`config.mk`:
```
export PLATFORM = sky130hd
export DESIGN_NAME = window_pair_double_difference_flat
export DESIGN_NICKNAME = d
export VERILOG_FILES = /design/src/design/wpdd_pkg.sv /design/src/design/wpdd_if.sv /design/src/design/wpdd_div.sv /design/src/design/window_pair_double_difference.sv /design/src/flat_wrapper.sv
export SDC_FILE = /design/constraint.sdc
export NUM_CORES = 2
export LEC_CHECK = 0
export BUFFER_PORTS_ARGS = -buffer_cell sky130_fd_sc_hd__buf_4
export CORE_MARGIN = 2
export CORE_UTILIZATION = 60
export CTS_CLUSTER_DIAMETER = 120
export CTS_CLUSTER_SIZE = 25
export DETAILED_ROUTE_END_ITERATION = 12
export PLACE_DENSITY = 0.83
export RECOVER_POWER = 25
export SYNTH_ARGS = -nofsm -noshare
export SYNTH_HDL_FRONTEND = slang
export SYNTH_SLANG_ARGS = --single-unit
```
`constraint.sdc`:
```
create_clock -name clk -period 10.8 [get_ports clk]
set_input_delay 1.62 -clock clk [delete_from_list [all_inputs] [get_ports clk]]
set_output_delay 1.62 -clock clk [all_outputs]
set_load 0.01 [all_outputs]
```
`src/design/wpdd_pkg.sv`:
```
package wpdd_pkg;

	localparam int MEAN_WIDTH_DEF = 32;
	localparam int FRAC_BITS_DEF  = 16;
	localparam int FIELD_W        = 32;
	localparam int QUO_BITS       = 31;
	localparam int MAG_W          = 34;
	localparam int PROD_W         = 49;
	localparam int NORM_SHIFT     = 16;
	localparam logic [15:0] INV_SQRT2_Q16 = 16'd46341;
	localparam logic [PROD_W-1:0] ROUND_HALF = PROD_W'(32768);

	typedef enum logic [1:0] {
		DIV_IDLE,
		DIV_CHECK,
		DIV_RUN,
		DIV_DONE
	} wpdd_div_state_t;

	typedef enum logic [3:0] {
		ST_IDLE,
		ST_LOAD_A,
		ST_WAIT_A,
		ST_LOAD_B,
		ST_WAIT_B,
		ST_DIFF,
		ST_NORM,
		ST_ROUND,
		ST_FINISH
	} wpdd_state_t;

	typedef struct packed {
		logic done;
		logic ovf;
	} wpdd_div_sts_t;

	function automatic logic signed [FIELD_W-1:0] sat_quo(
		input logic neg,
		input logic ovf,
		input logic [QUO_BITS-1:0] quo
	);
		logic [FIELD_W-1:0] ext;
		ext = {1'b0, quo};
		if (ovf) begin
			sat_quo = neg ? {1'b1, {(FIELD_W-1){1'b0}}} : {1'b0, {(FIELD_W-1){1'b1}}};
		end else begin
			sat_quo = neg ? -ext : ext;
		end
	endfunction

	function automatic logic signed [FIELD_W-1:0] sat_mag(
		input logic neg,
		input logic [MAG_W-1:0] mag
	);
		logic big;
		big = (mag[MAG_W-1:FIELD_W-1] != '0);
		if (neg) begin
			sat_mag = big ? {1'b1, {(FIELD_W-1){1'b0}}} : -mag[FIELD_W-1:0];
		end else begin
			sat_mag = big ? {1'b0, {(FIELD_W-1){1'b1}}} : mag[FIELD_W-1:0];
		end
	endfunction

endpackage

```
`src/design/wpdd_if.sv`:
```
interface wpdd_window_if;
	logic                                  valid;
	logic                                  ready;
	logic signed [wpdd_pkg::FIELD_W-1:0] mean_a;
	logic signed [wpdd_pkg::FIELD_W-1:0] mean_b;
	logic                                  first_window;

	modport source(output valid, mean_a, mean_b, first_window, input ready);
	modport sink(input valid, mean_a, mean_b, first_window, output ready);
endinterface

interface wpdd_result_if;
	logic                                  valid;
	logic                                  ready;
	logic signed [wpdd_pkg::FIELD_W-1:0] rdf_a;
	logic signed [wpdd_pkg::FIELD_W-1:0] rdf_b;
	logic signed [wpdd_pkg::FIELD_W-1:0] ddf;
	logic                                  zero_denominator;

	modport source(output valid, rdf_a, rdf_b, ddf, zero_denominator, input ready);
	modport sink(input valid, rdf_a, rdf_b, ddf, zero_denominator, output ready);
endinterface

```
`src/design/wpdd_div.sv`:
```
module wpdd_div #(
	parameter int MEAN_WIDTH = wpdd_pkg::MEAN_WIDTH_DEF,
	parameter int FRAC_BITS  = wpdd_pkg::FRAC_BITS_DEF
) (
	input  logic                            clk,
	input  logic                            arst_n,
	input  logic                            start,
	input  logic [MEAN_WIDTH:0]             num,
	input  logic [MEAN_WIDTH:0]             den,
	output logic [wpdd_pkg::QUO_BITS-1:0]   quo,
	output wpdd_pkg::wpdd_div_sts_t         sts
);
	import wpdd_pkg::*;

	localparam int DW = MEAN_WIDTH + 1;
	localparam int NW = DW + QUO_BITS;
	localparam int CW = $clog2(QUO_BITS);

	wpdd_div_state_t state_q, state_d;
	logic [DW-1:0]       den_q;
	logic [DW-1:0]       rem_q;
	logic [QUO_BITS-1:0] nlo_q;
	logic [QUO_BITS-1:0] quo_q;
	logic                ovf_q;
	logic [CW-1:0]       cnt_q;

	logic [NW-1:0] wide;
	logic [DW:0]   trial;
	logic [DW+1:0] diff;
	logic          geq;

	// The dividend is the numerator magnitude with the fraction bits appended.
	assign wide  = NW'(num) << FRAC_BITS;
	assign trial = (state_q == DIV_CHECK) ? {1'b0, rem_q} : {rem_q, nlo_q[QUO_BITS-1]};
	assign diff  = {1'b0, trial} - {2'b00, den_q};
	assign geq   = !diff[DW+1];

	always_comb begin
		state_d = state_q;
		unique case (state_q)
			DIV_IDLE: begin
				if (start) state_d = DIV_CHECK;
			end
			DIV_CHECK: begin
				state_d = geq ? DIV_DONE : DIV_RUN;
			end
			DIV_RUN: begin
				if (cnt_q == '0) state_d = DIV_DONE;
			end
			DIV_DONE: begin
				state_d = DIV_IDLE;
			end
			default: begin
				state_d = DIV_IDLE;
			end
		endcase
	end

	always_comb begin
		sts.done = (state_q == DIV_DONE);
		sts.ovf  = ovf_q;
		quo      = quo_q;
	end

	always_ff @(posedge clk or negedge arst_n) begin
		if (!arst_n) begin
			state_q <= DIV_IDLE;
		end else begin
			state_q <= state_d;
		end
	end

	always_ff @(posedge clk) begin
		case (state_q)
			DIV_IDLE: begin
				if (start) begin
					den_q <= den;
					rem_q <= wide[NW-1:QUO_BITS];
					nlo_q <= wide[QUO_BITS-1:0];
					quo_q <= '0;
					cnt_q <= CW'(QUO_BITS - 1);
				end
			end
			DIV_CHECK: begin
				ovf_q <= geq;
			end
			DIV_RUN: begin
				rem_q <= geq ? diff[DW-1:0] : trial[DW-1:0];
				nlo_q <= {nlo_q[QUO_BITS-2:0], 1'b0};
				quo_q <= {quo_q[QUO_BITS-2:0], geq};
				cnt_q <= cnt_q - 1'b1;
			end
			default: begin
			end
		endcase
	end

endmodule

```
`src/design/window_pair_double_difference.sv`:
```
// Relative differences of consecutive integration windows for two channels.
// Items arrive on the window channel (valid/ready) with the means of channel A
// and B and a flag that opens a new run. The first window of a run, and any
// window while no previous one is held, is stored and produces no item on the
// result channel. Every later window produces one result item holding
// (cur - prev) / (cur + prev) for both channels, their difference ddf
// (optionally scaled by 1/sqrt(2) when normalize is set), all saturated, and a
// zero_denominator flag that zeroes the values when either sum is zero.
// An item with a result goes through two passes of the shared restoring
// divider (load, range check, 31 quotient bits at one per cycle, done; the
// quotient bits are skipped when the range check finds overflow), the
// difference step, the multiply and rounding steps when normalizing, and the
// output load. The window channel is ready only while the block is idle, so a
// new window is not taken while an earlier item is still in work. A finished
// result waits in the output register, so a new window is accepted while the
// receiver stalls; its result is held back until the register frees. A
// stored-only window leaves the block idle and ready for the next window in
// the following cycle; a zero denominator result skips the divider and goes
// straight to the output load. Reset clears the held window, the normalize
// register and the output valid. Write normalize only while idle.
module window_pair_double_difference #(
	parameter int MEAN_WIDTH = wpdd_pkg::MEAN_WIDTH_DEF,
	parameter int FRAC_BITS  = wpdd_pkg::FRAC_BITS_DEF
) (
	input  logic          clk,
	input  logic          arst_n,
	wpdd_window_if.sink   window,
	wpdd_result_if.source result,
	input  logic          cfg_we,
	input  logic          cfg_wdata
);
	import wpdd_pkg::*;

	localparam int DW   = MEAN_WIDTH + 1;
	localparam int RawW = (MEAN_WIDTH < FIELD_W) ? MEAN_WIDTH : FIELD_W;

	wpdd_state_t state_q, state_d;
	logic normalize_q;
	logic have_prev_q;
	logic out_valid_q;

	logic signed [MEAN_WIDTH-1:0] prev_a_q, prev_b_q;
	logic [DW-1:0] num_a_q, den_a_q, num_b_q, den_b_q;
	logic          neg_a_q, neg_b_q;
	logic signed [FIELD_W-1:0] ra_q, rb_q;
	logic [MAG_W-2:0]  mag_q;
	logic              neg_q;
	logic [PROD_W-1:0] prod_q;
	logic              zden_q;

	logic signed [FIELD_W-1:0] rdf_a_q, rdf_b_q, ddf_q;
	logic                      zero_den_q;

	logic [MEAN_WIDTH-1:0]        a_raw, b_raw;
	logic signed [MEAN_WIDTH-1:0] cur_a, cur_b;
	logic signed [DW-1:0]         num_a, den_a, num_b, den_b;
	logic [DW-1:0]                num_a_mag, den_a_mag, num_b_mag, den_b_mag;
	logic                         accept, emit, zero_den;
	logic signed [FIELD_W:0]      dd;

	logic                  div_start;
	logic                  sel_b;
	logic                  out_load;
	logic [DW-1:0]         div_num, div_den;
	logic [QUO_BITS-1:0]   div_quo;
	wpdd_div_sts_t         div_sts;

	assign a_raw = MEAN_WIDTH'(window.mean_a[RawW-1:0]);
	assign b_raw = MEAN_WIDTH'(window.mean_b[RawW-1:0]);
	assign cur_a = signed'(a_raw);
	assign cur_b = signed'(b_raw);

	assign num_a = DW'(cur_a) - DW'(prev_a_q);
	assign den_a = DW'(cur_a) + DW'(prev_a_q);
	assign num_b = DW'(cur_b) - DW'(prev_b_q);
	assign den_b = DW'(cur_b) + DW'(prev_b_q);

	assign num_a_mag = num_a[DW-1] ? -num_a : num_a;
	assign den_a_mag = den_a[DW-1] ? -den_a : den_a;
	assign num_b_mag = num_b[DW-1] ? -num_b : num_b;
	assign den_b_mag = den_b[DW-1] ? -den_b : den_b;

	assign accept   = window.valid && window.ready;
	assign emit     = have_prev_q && !window.first_window;
	assign zero_den = (den_a == '0) || (den_b == '0);

	assign dd = (FIELD_W+1)'(ra_q) - (FIELD_W+1)'(rb_q);

	assign div_num = sel_b ? num_b_q : num_a_q;
	assign div_den = sel_b ? den_b_q : den_a_q;

	wpdd_div #(
		.MEAN_WIDTH (MEAN_WIDTH),
		.FRAC_BITS  (FRAC_BITS)
	) u_div (
		.clk    (clk),
		.arst_n (arst_n),
		.start  (div_start),
		.num    (div_num),
		.den    (div_den),
		.quo    (div_quo),
		.sts    (div_sts)
	);

	always_comb begin
		state_d = state_q;
		unique case (state_q)
			ST_IDLE: begin
				if (accept && emit) state_d = zero_den ? ST_FINISH : ST_LOAD_A;
			end
			ST_LOAD_A: begin
				state_d = ST_WAIT_A;
			end
			ST_WAIT_A: begin
				if (div_sts.done) state_d = ST_LOAD_B;
			end
			ST_LOAD_B: begin
				state_d = ST_WAIT_B;
			end
			ST_WAIT_B: begin
				if (div_sts.done) state_d = ST_DIFF;
			end
			ST_DIFF: begin
				state_d = normalize_q ? ST_NORM : ST_FINISH;
			end
			ST_NORM: begin
				state_d = ST_ROUND;
			end
			ST_ROUND: begin
				state_d = ST_FINISH;
			end
			ST_FINISH: begin
				if (!out_valid_q || result.ready) state_d = ST_IDLE;
			end
			default: begin
				state_d = ST_IDLE;
			end
		endcase
	end

	always_comb begin
		window.ready = (state_q == ST_IDLE);
		div_start    = (state_q == ST_LOAD_A) || (state_q == ST_LOAD_B);
		sel_b        = (state_q == ST_LOAD_B);
		out_load     = (state_q == ST_FINISH) && (!out_valid_q || result.ready);
	end

	always_ff @(posedge clk or negedge arst_n) begin
		if (!arst_n) begin
			state_q     <= ST_IDLE;
			normalize_q <= 1'b0;
			have_prev_q <= 1'b0;
			out_valid_q <= 1'b0;
		end else begin
			state_q <= state_d;
			if (cfg_we) normalize_q <= cfg_wdata;
			if (accept) have_prev_q <= 1'b1;
			if (out_load) begin
				out_valid_q <= 1'b1;
			end else if (result.ready) begin
				out_valid_q <= 1'b0;
			end
		end
	end

	always_ff @(posedge clk) begin
		if (accept) begin
			prev_a_q <= cur_a;
			prev_b_q <= cur_b;
			num_a_q  <= num_a_mag;
			den_a_q  <= den_a_mag;
			num_b_q  <= num_b_mag;
			den_b_q  <= den_b_mag;
			neg_a_q  <= num_a[DW-1] ^ den_a[DW-1];
			neg_b_q  <= num_b[DW-1] ^ den_b[DW-1];
			zden_q   <= zero_den;
			ra_q     <= '0;
			rb_q     <= '0;
			mag_q    <= '0;
			neg_q    <= 1'b0;
		end
		if (state_q == ST_WAIT_A && div_sts.done) ra_q <= sat_quo(neg_a_q, div_sts.ovf, div_quo);
		if (state_q == ST_WAIT_B && div_sts.done) rb_q <= sat_quo(neg_b_q, div_sts.ovf, div_quo);
		if (state_q == ST_DIFF) begin
			neg_q <= dd[FIELD_W];
			mag_q <= dd[FIELD_W] ? -dd : dd;
		end
		if (state_q == ST_NORM) prod_q <= PROD_W'(mag_q) * PROD_W'(INV_SQRT2_Q16);
		if (state_q == ST_ROUND) mag_q <= (MAG_W-1)'((prod_q + ROUND_HALF) >> NORM_SHIFT);
		if (out_load) begin
			rdf_a_q    <= ra_q;
			rdf_b_q    <= rb_q;
			ddf_q      <= sat_mag(neg_q, MAG_W'(mag_q));
			zero_den_q <= zden_q;
		end
	end

	assign result.valid            = out_valid_q;
	assign result.rdf_a            = rdf_a_q;
	assign result.rdf_b            = rdf_b_q;
	assign result.ddf              = ddf_q;
	assign result.zero_denominator = zero_den_q;

	a_zero_den_values: assert property (@(posedge clk) disable iff (!arst_n)
		(result.valid && result.zero_denominator) |->
			(result.rdf_a == '0 && result.rdf_b == '0 && result.ddf == '0))
		else $error("zero denominator result carries nonzero values");

	a_div_done_expected: assert property (@(posedge clk) disable iff (!arst_n)
		div_sts.done |-> (state_q == ST_WAIT_A || state_q == ST_WAIT_B))
		else $error("divider finished outside a wait state");

	a_result_loaded: assert property (@(posedge clk) disable iff (!arst_n)
		out_load |=> (out_valid_q && state_q == ST_IDLE))
		else $error("finished item not presented on the result channel");

	a_busy_not_ready: assert property (@(posedge clk) disable iff (!arst_n)
		(accept && emit && !zero_den) |=> (!window.ready && state_q == ST_LOAD_A))
		else $error("window accepted while a division is pending");

endmodule

```
`src/flat_wrapper.sv`:
```
// flat-port wrapper written by rule: the top's interface ports become plain ports
module window_pair_double_difference_flat import wpdd_pkg::*;
#(
	parameter int MEAN_WIDTH = wpdd_pkg::MEAN_WIDTH_DEF,
	parameter int FRAC_BITS  = wpdd_pkg::FRAC_BITS_DEF
)
  (clk, arst_n, cfg_we, cfg_wdata, window_valid, window_mean_a, window_mean_b, window_first_window, window_ready, result_valid, result_rdf_a, result_rdf_b, result_ddf, result_zero_denominator, result_ready);
  wpdd_window_if window_i ();
  wpdd_result_if result_i ();
  input  logic clk;
  input  logic arst_n;
  input  logic cfg_we;
  input  logic cfg_wdata;
  input wire logic [$bits(window_i.valid)-1:0] window_valid;
  input wire logic [$bits(window_i.mean_a)-1:0] window_mean_a;
  input wire logic [$bits(window_i.mean_b)-1:0] window_mean_b;
  input wire logic [$bits(window_i.first_window)-1:0] window_first_window;
  output wire logic [$bits(window_i.ready)-1:0] window_ready;
  output wire logic [$bits(result_i.valid)-1:0] result_valid;
  output wire logic [$bits(result_i.rdf_a)-1:0] result_rdf_a;
  output wire logic [$bits(result_i.rdf_b)-1:0] result_rdf_b;
  output wire logic [$bits(result_i.ddf)-1:0] result_ddf;
  output wire logic [$bits(result_i.zero_denominator)-1:0] result_zero_denominator;
  input wire logic [$bits(result_i.ready)-1:0] result_ready;
  assign window_i.valid = window_valid;
  assign window_i.mean_a = window_mean_a;
  assign window_i.mean_b = window_mean_b;
  assign window_i.first_window = window_first_window;
  assign window_ready = window_i.ready;
  assign result_valid = result_i.valid;
  assign result_rdf_a = result_i.rdf_a;
  assign result_rdf_b = result_i.rdf_b;
  assign result_ddf = result_i.ddf;
  assign result_zero_denominator = result_i.zero_denominator;
  assign result_i.ready = result_ready;
  window_pair_double_difference #(.MEAN_WIDTH(MEAN_WIDTH), .FRAC_BITS(FRAC_BITS)) u_core (.clk(clk), .arst_n(arst_n), .window(window_i), .result(result_i), .cfg_we(cfg_we), .cfg_wdata(cfg_wdata));
endmodule
```
==> summary.txt <==
Synthesis
  • Avg Inst Size Synth: ~9.6 um^2
  • Sequential area share after synthesis: 0.3683
  • Yosys cell types: around 90
  • Largest cells by area after synthesis: edfxtp_1 (36%), ha_1 (12%), fa_1 (5.6%)
  • Cells after synthesis: about 4700
  • Post-synthesis cell area: 44960 um^2
  • Synth top area share: 0.3633
  • Ys flop type: edfxtp_1
  • Synth area leader: edfxtp_1
  • Yosys reg bits: 553
  • Ys Warns: 0
  • Synthesized Nets: ~5300
  • Post-synth EDFFs: between 500 and 600
  • Post-synth ARST share: 0.01627

Drt
  • WL met3: ~5.5 mm
  • Via count: around 35000
  • TritonRoute pass-1 iters: 6
  • WL met1: 44.17 mm
  • Vias per inst: 6.089
  • Final ANT Viol Nets: 0
  • Initial DRC Count: around 3100
  • Post-Route WL: ~110 mm
  • DRC viols: 0
  • DR top layer: met4
  • Met2 WL post-DR: approximately 56 mm
  • Wirelength per Cell: just under 20 um

Critical path
  • Startpoint Class: register
  • Critical path's top delay family: adder cells
  • Most Frequent Cell on Critical Path: fa_1
  • Worst Setup SP: u_core.mag_q[6]$_DFFE_PP_
  • CP bufs+invs: 2
  • Crit Path Category: reg2reg
  • Worst-path maximum fanout: 12
  • CP Data Required Time: 11.19 ns
  • Crit-path max cell delay: roughly 0.62 ns
  • Kind of end point of the critical path: register
  • Worst-path cell chain: ha_1 > xor2_1 > ha_1 > or2_2 > fa_1 > inv_1 > fa_1 > fa_1 > fa_1 > inv_1 > ha_1 > nand4_1 > or2_2 > nor3_1 > o31ai_1 > a211o_1 > o21ai_0 > a21boi_0 > o21bai_1 > xor2_1
  • Worst r2r src: u_core.mag_q[6]$_DFFE_PP_
  • Max stage delay cell, worst path: edfxtp_1
  • Crit path DAT: 7.23 ns

Outcome
  • Failing checks: max-capacitance violations, max-slew violations
  • Status: complete, but fails checks

Place
  • DP HPWL: 85.10 mm
  • I/O Buffers: 169
  • Worst slack at placement: 4.069 ns
  • RePlAce Congestion: around 0.95

STA
  • Slew Limit Fails: between 300 and 400
  • RSZ-0062 raised after global routing: false
  • Final period utilization: 0.6332
  • Slew @ Worst Pin: between 3 and 4 ns
  • Min Tclk post-route: 6.838 ns
  • Setup slack after layout: around 4.0 ns
  • Slew Limit Headroom: -1.540
  • Layout Skew: approximately 0.04 ns
  • Fin. Hold Viols: 0
  • FMAX: between 100 and 150 MHz
  • Final setup fails: 0
  • Final TNS setup: 0 ns

Clock tree
  • H-tree Lvls: 1
  • Cts hold-fix bufs: 0
  • Postcts setup bufs: 0
  • Reg clk slew, reported paths: ~0.1 ns
  • Clk root buf: clkbuf_16
  • CTS sink cnt: ~550
  • Longest Clk Path Bufs: 3
  • Post-CTS Resized: 0
  • Cts bufs inserted: 27
  • Clk Latency, worst-skew pair: about 0.64 ns
  • CTS tree: done

Worst hold path
  • Hold path start: u_core.rb_q[1]$_SDFFCE_PN0P_
  • Worst min-delay path class: reg2reg

Final layout
  • Share of cells above drive strength 1: 0.06007
  • Area grow syn2layout: 5.602%
  • Fin util: 0.6389
  • # fillers: ~6000
  • Commonest non-fill, non-tap cell in the layout: edfxtp_1
  • Commonest cells after routing, fill and taps aside: edfxtp_1 (544), inv_1 (486), nor2_1 (432)
  • Ant. Diodes: 0
  • # nets final: between 5000 and 6000

Global routing
  • Largest net degree at the start of global routing: 119
  • Vias in the first global route: about 34000
  • First-pass GRT wire length: 177.5 mm
  • Grt ovf: 0
  • Initial antenna violation count: 0
  • Overall Global Routing Usage: 0.2834

Floorplan
  • Die area: about 77000 um^2
  • Starting Density: 0.6050
  • Core ar.: 74320 um^2
  • Chip height: roughly 280 um
  • Die X: approximately 280 um
  • Std-Cell Rows: 100
  • Io pins: 170

Run
  • MaxCap Viol Count: 10
-- registers in the layout (all words and copies together) (netlist names), 2 cells and up --
name and count:
u_core.u_div.nlo_q 15, u_core.den_b_q 33, u_core.ra_q 32, u_core.state_q 4, u_core.u_div.quo 31, u_core.prod_q 34, u_core.den_a_q 33, u_core.u_div.den_q 33
u_core.prev_b_q 32, u_core.rb_q 32, u_core.mag_q 33, u_core.result.rdf_a 32, u_core.num_a_q 32, u_core.u_div.rem_q 33, u_core.u_div.cnt_q 5, u_core.prev_a_q 32
u_core.result.rdf_b 32, u_core.num_b_q 32, u_core.result.ddf 32, u_core.u_div.state_q 2
-- cell families (layout without fill, tap and decap cells) --
kind of cell | after synthesis | count (layout) | share of synthesized area
AO/OA/AOI/OAI | 1047 | 1047 | 0.1524
multiplexers | 103 | 103 | 0.02482
XOR/XNOR | 405 | 405 | 0.07889
adder cells (fa/ha/maj) | 543 | 543 | 0.1721
flip-flops | 553 | 553 | 0.3683
buffers and inverters | 674 | 731 | 0.05691
AND/OR/NAND/NOR | 1346 | 1346 | 0.1466
-- worst paths after layout --
kind	slack (ns)	cells after the start	to
max in group asynchronous	9.43	1	u_core.state_q[3]$_DFFE_PN0P_
worst min register to register	0.46	0	u_core.result.rdf_b[1]$_DFFE_PP_
worst min-delay path	0.46	0	u_core.result.rdf_b[1]$_DFFE_PP_
worst max-delay path	3.96	20	u_core.prod_q[47]$_DFFE_PP_
min in group asynchronous	0.97	1	u_core.normalize_q$_DFFE_PN0P_
worst max register to register	3.96	20	u_core.prod_q[47]$_DFFE_PP_
-- metal layers --
layer,GRT usage,up-vias
li1,-,16664
met1,0.3503,16545
met3,0.02299,268
met5,0,-
met2,0.5088,1214
met4,0.1202,0
-- final cells by class --
| cell class | count | area [um^2] | area share |
|---|---|---|---|
| multi-input cells | 3444 | 25870 | 0.5449 |
| flip-flops and latches | 553 | 16560 | 0.3488 |
| inverters | 490 | 1847 | 0.03889 |
| well taps | 969 | 1212 | 0.02553 |
| repair buffers | 197 | 1201 | 0.02530 |
| clock buffers | 38 | 716.9 | 0.01510 |
| clock inverters | 6 | 68.82 | 0.001449 |
-- stage by stage --
| step | hold WS, ns | cells | instance area [um^2] |
|---|---|---|---|
| floorplan | 0.4003 | 4671 | 44960 |
| global placement | 0.4325 | 5653 | 46990 |
| detailed placement | 0.4344 | 5653 | 46990 |
| CTS | 0.4583 | 5697 | 47770 |
| global route | 0.4756 | 5697 | 47480 |
| finish | 0.4619 | 5697 | 47480 |
-- Yosys cell counts (all sizes together) (31+ instances only) --
cell type	n
mux2i	35
xnor2	225
nor3	91
o31ai	36
buf	31
ha	417
xor2	180
inv	488
o21a	40
nand2	278
nor4	41
and3	49
nand2b	40
o22ai	47
a211oi	44
nand4	33
a21oi	280
o21bai	37
or3	38
clkbuf	153
nor2b	51
a21o	94
nand3	96
edfxtp	544
a221oi	32
o21ai	195
nor2	432
and2	86
a31oi	57
mux2	68
fa	126
Power is not shown: default switching activity piles up to over one toggle a cycle in this logic, so the estimate is an artifact.
